**src/design/gmcf_pkg.sv**
```systemverilog
// ----------------------------------------------------------------------------
// gmcf_pkg
// Shared widths, codes and the command word passed from the front end to the
// back end of the group minimum-count filter.
// ----------------------------------------------------------------------------
package gmcf_pkg;

  localparam int KEY_W   = 32;
  localparam int PAY_W   = 64;
  localparam int MIN_W   = 6;
  localparam int COUNT_W = 7;
  localparam int FILL_W  = 6;

  // the hold buffer never keeps more than this many records of one run
  localparam int HOLD_LIMIT = 63;

  localparam logic [MIN_W-1:0]   MIN_COUNT_RST = 6'd50;
  localparam logic [COUNT_W-1:0] COUNT_MAX     = 7'd127;

  // command queue between front and back
  localparam int Q_DEPTH = 4;
  localparam int Q_PTR_W = 2;

  // input action codes
  localparam logic ACT_RECORD = 1'b0;
  localparam logic ACT_EOS    = 1'b1;

  // output kind codes
  localparam logic KIND_RECORD  = 1'b0;
  localparam logic KIND_RUN_END = 1'b1;

  // one command for the back end
  typedef struct packed {
    logic              end_flag;  // send end marker for end_key first
    logic [KEY_W-1:0]  end_key;
    logic [FILL_W-1:0] rel_n;     // held records to release
    logic              rec;       // send the record itself after the release
    logic              hold;      // store payload in the hold buffer
    logic [FILL_W-1:0] idx;       // hold buffer slot for the store
    logic [KEY_W-1:0]  key;
    logic [PAY_W-1:0]  payload;
  } cmd_t;

endpackage

```
**src/design/gmcf_fifo.sv**
```systemverilog
// ----------------------------------------------------------------------------
// gmcf_fifo
// Small command queue that decouples the classifying front end from the
// output sequencer.
// ----------------------------------------------------------------------------
module gmcf_fifo
  import gmcf_pkg::*;
(
  input  logic clk,
  input  logic rst_n,
  input  logic push,
  input  cmd_t push_data,
  input  logic pop,
  output cmd_t pop_data,
  output logic full,
  output logic empty
);

  cmd_t                 slot_r [Q_DEPTH];
  logic [Q_PTR_W-1:0]   wr_ptr_r, wr_ptr_nxt;
  logic [Q_PTR_W-1:0]   rd_ptr_r, rd_ptr_nxt;
  logic [Q_PTR_W:0]     cnt_r, cnt_nxt;
  logic                 do_push, do_pop;

  assign full     = (cnt_r == (Q_PTR_W+1)'(Q_DEPTH));
  assign empty    = (cnt_r == '0);
  assign pop_data = slot_r[rd_ptr_r];

  assign do_push = push && !full;
  assign do_pop  = pop && !empty;

  // pointer and count update
  always_comb begin
    wr_ptr_nxt = do_push ? wr_ptr_r + 1'b1 : wr_ptr_r;
    rd_ptr_nxt = do_pop  ? rd_ptr_r + 1'b1 : rd_ptr_r;
    cnt_nxt    = cnt_r;
    if (do_push && !do_pop) begin
      cnt_nxt = cnt_r + 1'b1;
    end else if (do_pop && !do_push) begin
      cnt_nxt = cnt_r - 1'b1;
    end
  end

  always_ff @(posedge clk) begin
    if (!rst_n) begin
      wr_ptr_r <= '0;
      rd_ptr_r <= '0;
      cnt_r    <= '0;
    end else begin
      wr_ptr_r <= wr_ptr_nxt;
      rd_ptr_r <= rd_ptr_nxt;
      cnt_r    <= cnt_nxt;
    end
  end

  // storage
  always_ff @(posedge clk) begin
    if (do_push) begin
      slot_r[wr_ptr_r] <= push_data;
    end
  end

endmodule

```
**src/design/gmcf_front.sv**
```systemverilog
// ----------------------------------------------------------------------------
// gmcf_front
// Accepts input words, tracks the current run of equal keys and turns words
// into commands for the back end: hold, release, pass, end marker.
// ----------------------------------------------------------------------------
module gmcf_front
  import gmcf_pkg::*;
#(
  parameter int HOLD_DEPTH = 64
)
(
  input  logic             clk,
  input  logic             rst_n,
  input  logic             in_valid,
  output logic             in_stall,
  input  logic             in_action,
  input  logic [KEY_W-1:0] in_user_key,
  input  logic [PAY_W-1:0] in_payload,
  input  logic             cfg_we,
  input  logic [MIN_W-1:0] cfg_wdata,
  output logic             q_push,
  output cmd_t             q_data,
  input  logic             q_full
);

  localparam int HOLD_CAP = (HOLD_DEPTH < HOLD_LIMIT) ? HOLD_DEPTH : HOLD_LIMIT;
  localparam logic [FILL_W-1:0] CAP_V = FILL_W'(HOLD_CAP);

  logic [MIN_W-1:0]   min_count_r;
  logic [KEY_W-1:0]   run_key_r, run_key_nxt;
  logic [COUNT_W-1:0] run_count_r, run_count_nxt;
  logic               run_open_r, run_open_nxt;
  logic [FILL_W-1:0]  fill_r, fill_nxt;

  logic               accept;
  logic               same_run;
  logic               run_passed;
  logic [COUNT_W-1:0] cnt_new;
  logic [FILL_W-1:0]  fill_base;
  logic               pass;
  cmd_t               cmd;

  assign in_stall   = q_full;
  assign accept     = in_valid && !q_full;
  assign same_run   = run_open_r && (in_user_key == run_key_r);
  assign run_passed = run_open_r && (run_count_r > {1'b0, min_count_r});

  // count and fill as they stand after this record
  assign cnt_new   = same_run ? ((run_count_r == COUNT_MAX) ? COUNT_MAX : run_count_r + 1'b1)
                              : COUNT_W'(1);
  assign fill_base = same_run ? fill_r : '0;
  assign pass      = cnt_new > {1'b0, min_count_r};

  // classify the word
  always_comb begin
    cmd           = '0;
    cmd.end_key   = run_key_r;
    cmd.key       = in_user_key;
    cmd.payload   = in_payload;
    run_key_nxt   = run_key_r;
    run_count_nxt = run_count_r;
    run_open_nxt  = run_open_r;
    fill_nxt      = fill_r;
    if (in_action == ACT_EOS) begin
      cmd.end_flag  = run_passed;
      run_open_nxt  = 1'b0;
      run_count_nxt = '0;
      fill_nxt      = '0;
    end else begin
      cmd.end_flag  = run_passed && !same_run;
      run_key_nxt   = in_user_key;
      run_count_nxt = cnt_new;
      run_open_nxt  = 1'b1;
      if (pass) begin
        cmd.rec   = 1'b1;
        cmd.rel_n = fill_base;
        fill_nxt  = '0;
      end else if (fill_base < CAP_V) begin
        cmd.hold = 1'b1;
        cmd.idx  = fill_base;
        fill_nxt = fill_base + 1'b1;
      end else begin
        fill_nxt = fill_base;
      end
    end
  end

  assign q_data = cmd;
  assign q_push = accept && (cmd.end_flag || cmd.rec || cmd.hold);

  // run state
  always_ff @(posedge clk) begin
    if (!rst_n) begin
      run_key_r   <= '0;
      run_count_r <= '0;
      run_open_r  <= 1'b0;
      fill_r      <= '0;
    end else if (accept) begin
      run_key_r   <= run_key_nxt;
      run_count_r <= run_count_nxt;
      run_open_r  <= run_open_nxt;
      fill_r      <= fill_nxt;
    end
  end

  // threshold register
  always_ff @(posedge clk) begin
    if (!rst_n) begin
      min_count_r <= MIN_COUNT_RST;
    end else if (cfg_we) begin
      min_count_r <= cfg_wdata;
    end
  end

endmodule

```
**src/design/gmcf_back.sv**
```systemverilog
// ----------------------------------------------------------------------------
// gmcf_back
// Executes queued commands: keeps the hold buffer, sends end markers,
// replays held records and passes records through an output register.
// ----------------------------------------------------------------------------
module gmcf_back
  import gmcf_pkg::*;
#(
  parameter int HOLD_DEPTH = 64
)
(
  input  logic             clk,
  input  logic             rst_n,
  input  cmd_t             q_data,
  input  logic             q_empty,
  output logic             q_pop,
  output logic             out_valid,
  input  logic             out_stall,
  output logic             out_kind,
  output logic [KEY_W-1:0] out_key,
  output logic [PAY_W-1:0] out_payload,
  output logic             out_last
);

  localparam int HOLD_CAP = (HOLD_DEPTH < HOLD_LIMIT) ? HOLD_DEPTH : HOLD_LIMIT;
  localparam int IDX_W    = (HOLD_CAP > 1) ? $clog2(HOLD_CAP) : 1;

  localparam logic [2:0] S_IDLE = 3'd0;
  localparam logic [2:0] S_END  = 3'd1;
  localparam logic [2:0] S_READ = 3'd2;
  localparam logic [2:0] S_HELD = 3'd3;
  localparam logic [2:0] S_REC  = 3'd4;

  logic [PAY_W-1:0]  hold_mem [HOLD_CAP];
  logic [PAY_W-1:0]  rd_data_r;

  logic [2:0]        state_r, state_nxt;
  cmd_t              cmd_r, cmd_nxt;
  logic [FILL_W-1:0] idx_r, idx_nxt;

  logic              out_valid_r, out_valid_nxt;
  logic              out_kind_r, out_last_r;
  logic [KEY_W-1:0]  out_key_r;
  logic [PAY_W-1:0]  out_payload_r;

  logic              can_load, load;
  logic              ld_kind, ld_last;
  logic [KEY_W-1:0]  ld_key;
  logic [PAY_W-1:0]  ld_payload;
  logic              hold_we;

  assign can_load = !out_valid_r || !out_stall;

  // sequencer
  always_comb begin
    state_nxt  = state_r;
    cmd_nxt    = cmd_r;
    idx_nxt    = idx_r;
    q_pop      = 1'b0;
    hold_we    = 1'b0;
    load       = 1'b0;
    ld_kind    = KIND_RECORD;
    ld_last    = 1'b0;
    ld_key     = cmd_r.key;
    ld_payload = cmd_r.payload;
    case (state_r)
      S_IDLE: begin
        if (!q_empty) begin
          q_pop   = 1'b1;
          hold_we = q_data.hold;
          cmd_nxt = q_data;
          idx_nxt = '0;
          if (q_data.end_flag) begin
            state_nxt = S_END;
          end else if (q_data.rel_n != '0) begin
            state_nxt = S_READ;
          end else if (q_data.rec) begin
            state_nxt = S_REC;
          end
        end
      end
      S_END: begin
        if (can_load) begin
          load       = 1'b1;
          ld_kind    = KIND_RUN_END;
          ld_key     = cmd_r.end_key;
          ld_payload = '0;
          ld_last    = !cmd_r.rec && (cmd_r.rel_n == '0);
          if (cmd_r.rel_n != '0) begin
            state_nxt = S_READ;
          end else if (cmd_r.rec) begin
            state_nxt = S_REC;
          end else begin
            state_nxt = S_IDLE;
          end
        end
      end
      S_READ: begin
        // read data lands in rd_data_r
        state_nxt = S_HELD;
      end
      S_HELD: begin
        if (can_load) begin
          load       = 1'b1;
          ld_payload = rd_data_r;
          idx_nxt    = idx_r + 1'b1;
          state_nxt  = (idx_r + 1'b1 == cmd_r.rel_n) ? S_REC : S_READ;
        end
      end
      S_REC: begin
        if (can_load) begin
          load      = 1'b1;
          ld_last   = 1'b1;
          state_nxt = S_IDLE;
        end
      end
      default: begin
        state_nxt = S_IDLE;
      end
    endcase
  end

  // output register valid
  always_comb begin
    out_valid_nxt = out_valid_r;
    if (load) begin
      out_valid_nxt = 1'b1;
    end else if (!out_stall) begin
      out_valid_nxt = 1'b0;
    end
  end

  always_ff @(posedge clk) begin
    if (!rst_n) begin
      state_r     <= S_IDLE;
      idx_r       <= '0;
      out_valid_r <= 1'b0;
    end else begin
      state_r     <= state_nxt;
      idx_r       <= idx_nxt;
      out_valid_r <= out_valid_nxt;
    end
  end

  // command and output payload
  always_ff @(posedge clk) begin
    cmd_r <= cmd_nxt;
    if (load) begin
      out_kind_r    <= ld_kind;
      out_key_r     <= ld_key;
      out_payload_r <= ld_payload;
      out_last_r    <= ld_last;
    end
  end

  // hold buffer write
  always_ff @(posedge clk) begin
    if (hold_we) begin
      hold_mem[q_data.idx[IDX_W-1:0]] <= q_data.payload;
    end
  end

  // hold buffer registered read
  always_ff @(posedge clk) begin
    rd_data_r <= hold_mem[idx_r[IDX_W-1:0]];
  end

  assign out_valid   = out_valid_r;
  assign out_kind    = out_kind_r;
  assign out_key     = out_key_r;
  assign out_payload = out_payload_r;
  assign out_last    = out_last_r;

endmodule

```
**src/design/group_min_count_filter.sv**
```systemverilog
// ----------------------------------------------------------------------------
// group_min_count_filter
// Passes runs of equal user keys that hold more records than min_count.
// ----------------------------------------------------------------------------
// A record that changes nothing but the run state is absorbed by the front
// end; other words queue a command (four deep) for the back end, whose
// sequencer picks it up in S_IDLE and sends its results, replaying each held
// record at the threshold through S_READ and S_HELD because each hold buffer
// read is registered. The back end's sequencer and its single hold buffer
// read port set the pace of the output. A full queue stalls the input.
// min_count is written through cfg_we/cfg_wdata and must only change while
// the block is idle.
module group_min_count_filter
  import gmcf_pkg::*;
#(
  parameter int HOLD_DEPTH = 64
)
(
  input  logic             clk,
  input  logic             rst_n,
  input  logic             in_valid,
  output logic             in_stall,
  input  logic             in_action,
  input  logic [KEY_W-1:0] in_user_key,
  input  logic [PAY_W-1:0] in_payload,
  output logic             out_valid,
  input  logic             out_stall,
  output logic             out_kind,
  output logic [KEY_W-1:0] out_key,
  output logic [PAY_W-1:0] out_payload,
  output logic             out_last,
  input  logic             cfg_we,
  input  logic [MIN_W-1:0] cfg_wdata
);

  logic q_push, q_pop, q_full, q_empty;
  cmd_t q_wdata, q_rdata;

  // classify words and track runs
  gmcf_front #(
    .HOLD_DEPTH (HOLD_DEPTH)
  ) u_front (
    .clk         (clk),
    .rst_n       (rst_n),
    .in_valid    (in_valid),
    .in_stall    (in_stall),
    .in_action   (in_action),
    .in_user_key (in_user_key),
    .in_payload  (in_payload),
    .cfg_we      (cfg_we),
    .cfg_wdata   (cfg_wdata),
    .q_push      (q_push),
    .q_data      (q_wdata),
    .q_full      (q_full)
  );

  // command queue
  gmcf_fifo u_fifo (
    .clk       (clk),
    .rst_n     (rst_n),
    .push      (q_push),
    .push_data (q_wdata),
    .pop       (q_pop),
    .pop_data  (q_rdata),
    .full      (q_full),
    .empty     (q_empty)
  );

  // hold buffer and output sequencing
  gmcf_back #(
    .HOLD_DEPTH (HOLD_DEPTH)
  ) u_back (
    .clk         (clk),
    .rst_n       (rst_n),
    .q_data      (q_rdata),
    .q_empty     (q_empty),
    .q_pop       (q_pop),
    .out_valid   (out_valid),
    .out_stall   (out_stall),
    .out_kind    (out_kind),
    .out_key     (out_key),
    .out_payload (out_payload),
    .out_last    (out_last)
  );

endmodule

```
**config.mk**
```make
export PLATFORM = sky130hd
export DESIGN_NAME = group_min_count_filter
export DESIGN_NICKNAME = d
export VERILOG_FILES = /design/src/design/gmcf_pkg.sv /design/src/design/gmcf_fifo.sv /design/src/design/gmcf_front.sv /design/src/design/gmcf_back.sv /design/src/design/group_min_count_filter.sv
export SDC_FILE = /design/constraint.sdc
export NUM_CORES = 2
export LEC_CHECK = 0
export ABC_CLOCK_PERIOD_IN_PS = 21800
export BUFFER_PORTS_ARGS = -buffer_cell sky130_fd_sc_hd__buf_4
export CORE_MARGIN = 3
export CORE_UTILIZATION = 50
export DETAILED_ROUTE_END_ITERATION = 10
export PLACE_DENSITY = 0.66
export SLEW_MARGIN = 20
export SYNTH_ARGS = -nofsm -noshare
export SYNTH_HDL_FRONTEND = slang
export SYNTH_MEMORY_MAX_BITS = 65536
export SYNTH_SLANG_ARGS = --single-unit
```
**constraint.sdc**
```tcl
create_clock -name clk -period 21.8 [get_ports clk]
set_input_delay 1.09 -clock clk [delete_from_list [all_inputs] [get_ports clk]]
set_output_delay 1.09 -clock clk [all_outputs]
set_load 0.02 [all_outputs]
```
# After elaboration in Yosys (flattened, before gate mapping)
# Memories as Yosys holds them, arrays and structs flattened. A register that Yosys moved wholly into a read port is not among the register bits.
# Index checks and enable logic that the tools add are counted.
# W data, S select, Z words.
[op_classes]
addsub = 7
order_cmp = 3
n_eq_ne = 14
muxes = 50
bitwise = 2
n_reduce_logical = 33
[ops]
columns = ["op", "count"]
rows = [
  ["$mux W64", 2],
  ["$pmux W64 S2", 1],
  ["$mux W32", 2],
  ["$mux W7", 6],
  ["$mux W3", 12],
  ["$mux W6", 6],
  ["$eq A32 B32 Y1", 1],
  ["$mux W1", 15],
  ["$pmux W3 S5", 1],
  ["$gt A7 B6 Y1", 2],
  ["$mux W14", 1],
  ["$add A6 B1 Y6 const B", 2],
  ["$pmux W6 S2", 1],
  ["$reduce_bool A6 Y1", 2],
  ["$logic_and A1 B1 Y1", 10],
  ["$logic_not A1 Y1", 8],
  ["$ne A2 B1 Y1 const B", 4],
  ["$add A7 B1 Y7 const B", 1],
  ["$eq A7 B7 Y1 const B", 1],
  ["$eq A3 B2 Y1 const B", 2],
  ["$eq A3 B3 Y1 const B", 2],
  ["$eq A6 B6 Y1", 1],
  ["$logic_not A3 Y1", 2],
  ["$logic_not A6 Y1", 1],
  ["other kinds (16)", 23],
]
[word_totals]
ff_bits = 302
mem_bits_rw = 4604
in_bits = 108
out_inout_bits = 100
wordCells = 131
n_memories = 2
[mem_list]
columns = ["name", "depth", "word_bits", "read_ports", "rd_ports_with_merged_regs", "write_ports", "line", "text"]
rows = [
  ["u_back.hold_mem", 63, 64, 1, 1, 1, "gmcf_back.sv:34", "logic [PAY_W-1:0] hold_mem [HOLD_CAP];"],
  ["u_fifo.slot_r", 4, 143, 1, 1, 1, "gmcf_fifo.sv:19", "cmd_t slot_r [Q_DEPTH];"],
]

# Depth between registers and ports, before layout
[depth]
word_depth = 15
depth_mapped = 20
depth_no_buf = 18

# Hierarchy
# Synthesis repeated with hierarchy kept, for this count alone.
[unflattened]
hier_cells = 8640
hier_area_um2 = 189819.6
[by_module_without_submodules]
columns = ["module", "n_inst", "cells_each", "area_per_inst_um2", "seq_area_each_um2"]
rows = [
  ["gmcf_back", 1, 7357, 165064.6, 129554.3],
  ["gmcf_fifo", 1, 795, 21076.5, 17356.6],
  ["gmcf_front", 1, 488, 3678.5, 1041.0],
]

# Worst setup path after synthesis
# No wires, ideal clock.
[synth_path]
path_type = "reg-to-reg"
from = "register u_back.state_r[0]"
to = "memory u_back.hold_mem[45][0], enable pin"
setup_time_ps = 486
t_arrival_ps = 7108
required_ps = 21314
setup_slack_ps = 14206
path_stages_with_launch = 9
n_path_buf = 2
synth_period_minus_slack_ps = 7594
cell_sequence = "dfxtp_1 clkbuf_1 nor3_1 nand2b_1 inv_1 and2_1 clkbuf_1 nand3_1 nor2_1"
[synth_via]
elab_chain_cells = 4
[synth_rtl]
columns = ["item", "line", "text"]
rows = [
  ["start, declared", "gmcf_back.sv:37", "logic [2:0] state_r, state_nxt;"],
  ["start signal, assigned", "gmcf_back.sv:139", "state_r <= state_nxt;"],
  ["$logic_not A3 Y1", "gmcf_back.sv:66", "case (state_r)"],
  ["$mux W1", "gmcf_back.sv:66", ""],
  ["$mux W1", "gmcf_back.sv:158", "if (hold_we) begin"],
  ["$mux W1 (not written as such)", "gmcf_back.sv:159", "hold_mem[q_data.idx[IDX_W-1:0]] <= q_data.payload;"],
  ["end, declared", "gmcf_back.sv:34", ""],
]
# No other way between the ends.

# Worst setup path after layout
[layout_path]
from = "register u_front.run_key_r[25]"
to = "memory u_fifo.slot_r[0][36] in the netlist's numbering, enable pin"
[layout_via]
elab_chain_cells = 12
elab_cells_between_ends = 19
classes_between = "order compare: 2; eq/ne: 1; mux: 9; reduce/logical: 7"
[layout_rtl]
columns = ["item", "line", "text"]
rows = [
  ["start, declared", "gmcf_front.sv:30", "logic [KEY_W-1:0] run_key_r, run_key_nxt;"],
  ["start signal, assigned", "gmcf_front.sv:99", "run_key_r <= run_key_nxt;"],
  ["$eq A32 B32 Y1 *", "gmcf_front.sv:45", "assign same_run = run_open_r && (in_user_key == run_key_r);"],
  ["$logic_and A1 B1 Y1 *", "gmcf_front.sv:45", ""],
  ["$mux W6 or $mux W7 (tied branches)", "gmcf_front.sv:51, gmcf_front.sv:49", ""],
  ["$lt A6 B6 Y1 or $gt A7 B6 Y1 (tied branches)", "gmcf_front.sv:78, gmcf_front.sv:52", ""],
  ["$mux W7 (on tied branches)", "gmcf_front.sv:78, gmcf_front.sv:74", ""],
  ["$mux W7 or $mux W14 (tied branches)", "gmcf_front.sv:74, gmcf_front.sv:64", ""],
  ["$mux W14 or $logic_or A1 B1 Y1 (tied branches)", "gmcf_front.sv:64, gmcf_front.sv:89", ""],
  ["$logic_or A1 B1 Y1 *", "gmcf_front.sv:89", "assign q_push = accept && (cmd.end_flag || cmd.rec || cmd.hold);"],
  ["$logic_and A1 B1 Y1 *", "gmcf_front.sv:89", ""],
  ["$logic_and A1 B1 Y1 *", "gmcf_fifo.sv:29", "assign do_push = push && !full;"],
  ["$mux W1 *", "gmcf_fifo.sv:58", "if (do_push) begin"],
  ["$mux W1 (not written as such) *", "gmcf_fifo.sv:59", "slot_r[wr_ptr_r] <= push_data;"],
  ["end, declared", "gmcf_fifo.sv:19", ""],
]
# Every way passes the cells marked *; elsewhere a longest branch is shown, timed or not.

==> summary.txt <==
Outcome
  – Outcome: completed

Synth
  – Post-Synthesis Cells: 7,765
  – Synth warnings: 0
  – Yosys top cell area share: 77.7%
  – Unique masters post-synth: 54
  – Asr flop ratio synth: 0%
  – Post-synth EDFFs: 4,837
  – Largest area contributor in the netlist: edfxtp_1
  – Mapped Nets: 7,895
  – Register area share after synthesis: 79.1%
  – Post-Syn Area: 0.187 sq mm
  – Ranking of synthesized cells by area: edfxtp_1 (78%), mux4_2 (17%), dfxtp_1 (1.4%)
  – Avg Cell Area, Syn: 24.1 sq um
  – Dominant synthesized flop cell: edfxtp_1
  – FF+latch count, synth: 4,972

Timing
  – Final WS setup: 14.74 ns
  – Final Hold Fails: 0
  – Skew final: 0.0833 ns
  – Setup_tns: 0 ns
  – Max Fclk: 142 MHz
  – Final Slew Violations: 0
  – Fin crit share: 32.4%
  – Final Setup Violations: 0
  – Post-route minimum period: 7.06 ns
  – Fin Hold WS: 0.279 ns
  – Worst-Margin Slew: 1.20 ns
  – Max-slew headroom: 20.1%
  – RSZ-0062 raised after global routing: false

Pwr
  – Cell area power density: 108 mW/mm^2
  – LEAKAGE: 63.7 nW
  – VDD IR max: 0.0907 mV

Critical path
  – CP Buf/Inv Count: 2
  – Slowest CP cell: or4_1
  – Most used cell, CP: buf_4
  – Crit path max-delay family: simple AND/OR/NAND/NOR gates
  – Arrival @ worst endpoint: 7.66 ns
  – CP max FO: 59
  – CP startpoint kind: flop
  – Critical-path cell list: xor2_1 > nor4_1 > nand4_1 > or4_1 > a21oi_1 > ha_1 > nand3_1 > or2_2 > o31ai_1 > nand2_1 > o41a_1 > and2_4 > buf_4 > buf_4
  – Worst Setup Path Type: reg2reg
  – Critical Path Max Stage Delay: 0.92 ns
  – Crit path required time: 22.39 ns
  – Critical path endpoint category: flop

Placement
  – DPL Wire Length: 252,000 um
  – Worst slack, placed: 13.90 ns
  – Port bufs: 207
  – Final Wtd Congestion: 0.792

Clock tree
  – H-tree levels: 5
  – CTS Buf Count: 477
  – CTS resizes: 0
  – Clock slew seen by the registers of the worst setup and hold paths: 0.06 ns
  – Clock sinks: 4,972
  – Clk root buf: clkbuf_16
  – CTS max path bufs: 4
  – Clock latency on the worst-skew pair: 1.03 ns
  – CTS tree: yes
  – # hold bufs at CTS: 0
  – Post-CTS Setup Bufs: 0

Floorplan
  – Die X: 618 um
  – Die footprint: 0.381 sq mm
  – Row count: 223
  – Core Area: 0.371 sq mm
  – Die H: 618 um
  – Initial Utilization: 50.5%
  – I/O Pins: 208

GRT
  – Largest net degree at the start of global routing: 142
  – GRT Total Usage: 25.6%
  – Vias in the first global route: 88,300
  – First-pass GRT wire length: 686,000 um
  – Grt ovf: 0
  – Initial antenna violation count: 34

Route
  – Antenna Violating Nets Remaining: 0
  – WL per Instance: 35.8 um
  – Drt first pass iters: 8
  – Detailed-route DRC error count: 0
  – DR iter-0 viols: 12,900
  – Routed Wire Length: 489,000 um
  – Routed vias/inst: 6.44
  – Vias: 87,900

Finish
  – Fraction of layout cells with a size suffix above 1: 30.5%
  – P&R area growth vs syn: 12.9%
  – Fillers: 26,600
  – Total Nets Final: 8,391

Min path
  – Min-delay worst type: in2reg

Job
  – MaxCap Viol Count: 0
==> metal layers <==
layer	global-route usage, %	share of wire [%]
met5	0	0.0053
met4	7.53	3.2
met3	3.76	8.7
met2	41.7	49
met1	36.6	39
==> where the power goes <==
group,internal (mW),switching [mW]
combinational,0.744,1.87
clock,4.69,3.52
sequential,11.8,0.142
total,17.2,5.53
==> stage by stage <==
stage                     util (%)  power [mW]  instances  instance area [sq um]
final                         57.0        22.7      13600                 211000
after detailed placement      52.7        14.7      12700                 195000
after floorplan                  -        13.6       7765                 187000
after global routing          57.0        23.4      13600                 211000
after global placement        52.7        14.6      12700                 195000
after CTS                     56.9        22.9      13600                 211000
==> cell type report <==
class | instances | area [sq um] | area share, %
antenna | 11 | 27.5 | 0.0130
clock buffer | 646 | 13000 | 6.18
clock inverter | 256 | 2570 | 1.22
inverter | 25 | 101 | 0.0480
multi-input combinational | 2367 | 37900 | 18.0
sequential | 4972 | 148000 | 70.1
tap | 4950 | 6190 | 2.93
timing repair buffer | 418 | 3310 | 1.57
==> registers in the layout, indices dropped and copies added (netlist names), named ones only <==
name and count:
u_back.cmd_r 135, u_back.hold_mem 4032, u_back.idx_r 6, u_back.out_key 32
u_back.out_kind 1, u_back.out_last 1, u_back.out_payload 64, u_back.out_valid 1
u_back.rd_data_r 64, u_back.state_r 3, u_fifo.cnt_r 3, u_fifo.rd_ptr_r 2
u_fifo.slot_r 572, u_fifo.wr_ptr_r 2, u_front.fill_r 6, u_front.min_count_r 6
u_front.run_count_r 7, u_front.run_key_r 32, u_front.run_open_r 1
==> synth_stat cells (all sizes together), types with 3 or more instances <==
| master | instances |
|---|---|
| nor2b | 19 |
| xnor2 | 10 |
| a21oi | 70 |
| mux2i | 82 |
| buf | 159 |
| nor3 | 10 |
| clkbuf | 242 |
| ha | 21 |
| nand4 | 4 |
| nor4 | 8 |
| o31ai | 3 |
| a211oi | 13 |
| nand3 | 21 |
| and2 | 13 |
| nand2b | 7 |
| or3 | 3 |
| o21ai | 137 |
| mux2 | 33 |
| or2 | 3 |
| mux4 | 1411 |
| o211ai | 6 |
| a22oi | 8 |
| nand2 | 291 |
| dfxtp | 135 |
| xor2 | 38 |
| nand3b | 6 |
| edfxtp | 4837 |
| nor2 | 113 |
| a21o | 3 |
| inv | 24 |
| a32o | 3 |
| and3 | 11 |
==> final timing paths <==
check	from	endpoint	slack [ns]	cells after the start
hold reg to reg	u_front.run_count_r[1]	u_front.run_count_r[1]	0.51	2
hold / removal	in_payload[20]	u_fifo.slot_r[0][20]	0.28	1
setup / recovery	u_front.run_key_r[25]	u_fifo.slot_r[0][36]	14.74	14
setup reg to reg	u_front.run_key_r[25]	u_fifo.slot_r[0][36]	14.74	14
==> layout by cell type (no fill, tap or decap), types with 11 or more instances in the layout <==
| cell type | instances |
|---|---|
| mux2_2 | 33 |
| clkbuf_8 | 32 |
| edfxtp_1 | 4837 |
| nor2_4 | 65 |
| nor2_1 | 47 |
| o21ai_0 | 134 |
| clkinvlp_4 | 16 |
| nor2b_1 | 19 |
| mux4_4 | 52 |
| clkbuf_1 | 130 |
| mux2i_1 | 82 |
| inv_6 | 13 |
| ha_1 | 21 |
| dfxtp_1 | 126 |
| inv_1 | 23 |
| clkinv_1 | 70 |
| bufinv_16 | 42 |
| clkbuf_16 | 484 |
| nand3_1 | 21 |
| and3_1 | 11 |
| nand2_1 | 290 |
| a21oi_1 | 70 |
| diode_2 | 11 |
| xor2_1 | 38 |
| buf_4 | 403 |
| clkinv_2 | 98 |
| a211oi_1 | 13 |
| mux4_2 | 1359 |
==> logic make-up (layout without fill, tap and decap cells) <==
group	after synthesis	after routing	share of synthesized area, %
buffers and inverters	426	1345	0.934
xor gates and xnor gates	48	48	0.225
muxes	1526	1526	17.6
adders and majority gates	22	22	0.151
DFF	4972	4972	79.1
other	0	11	0
and+or+nand+nor	516	516	1.18
AOI/OAI and AO/OA	255	255	0.757
Power figures use the tool's default switching activity.
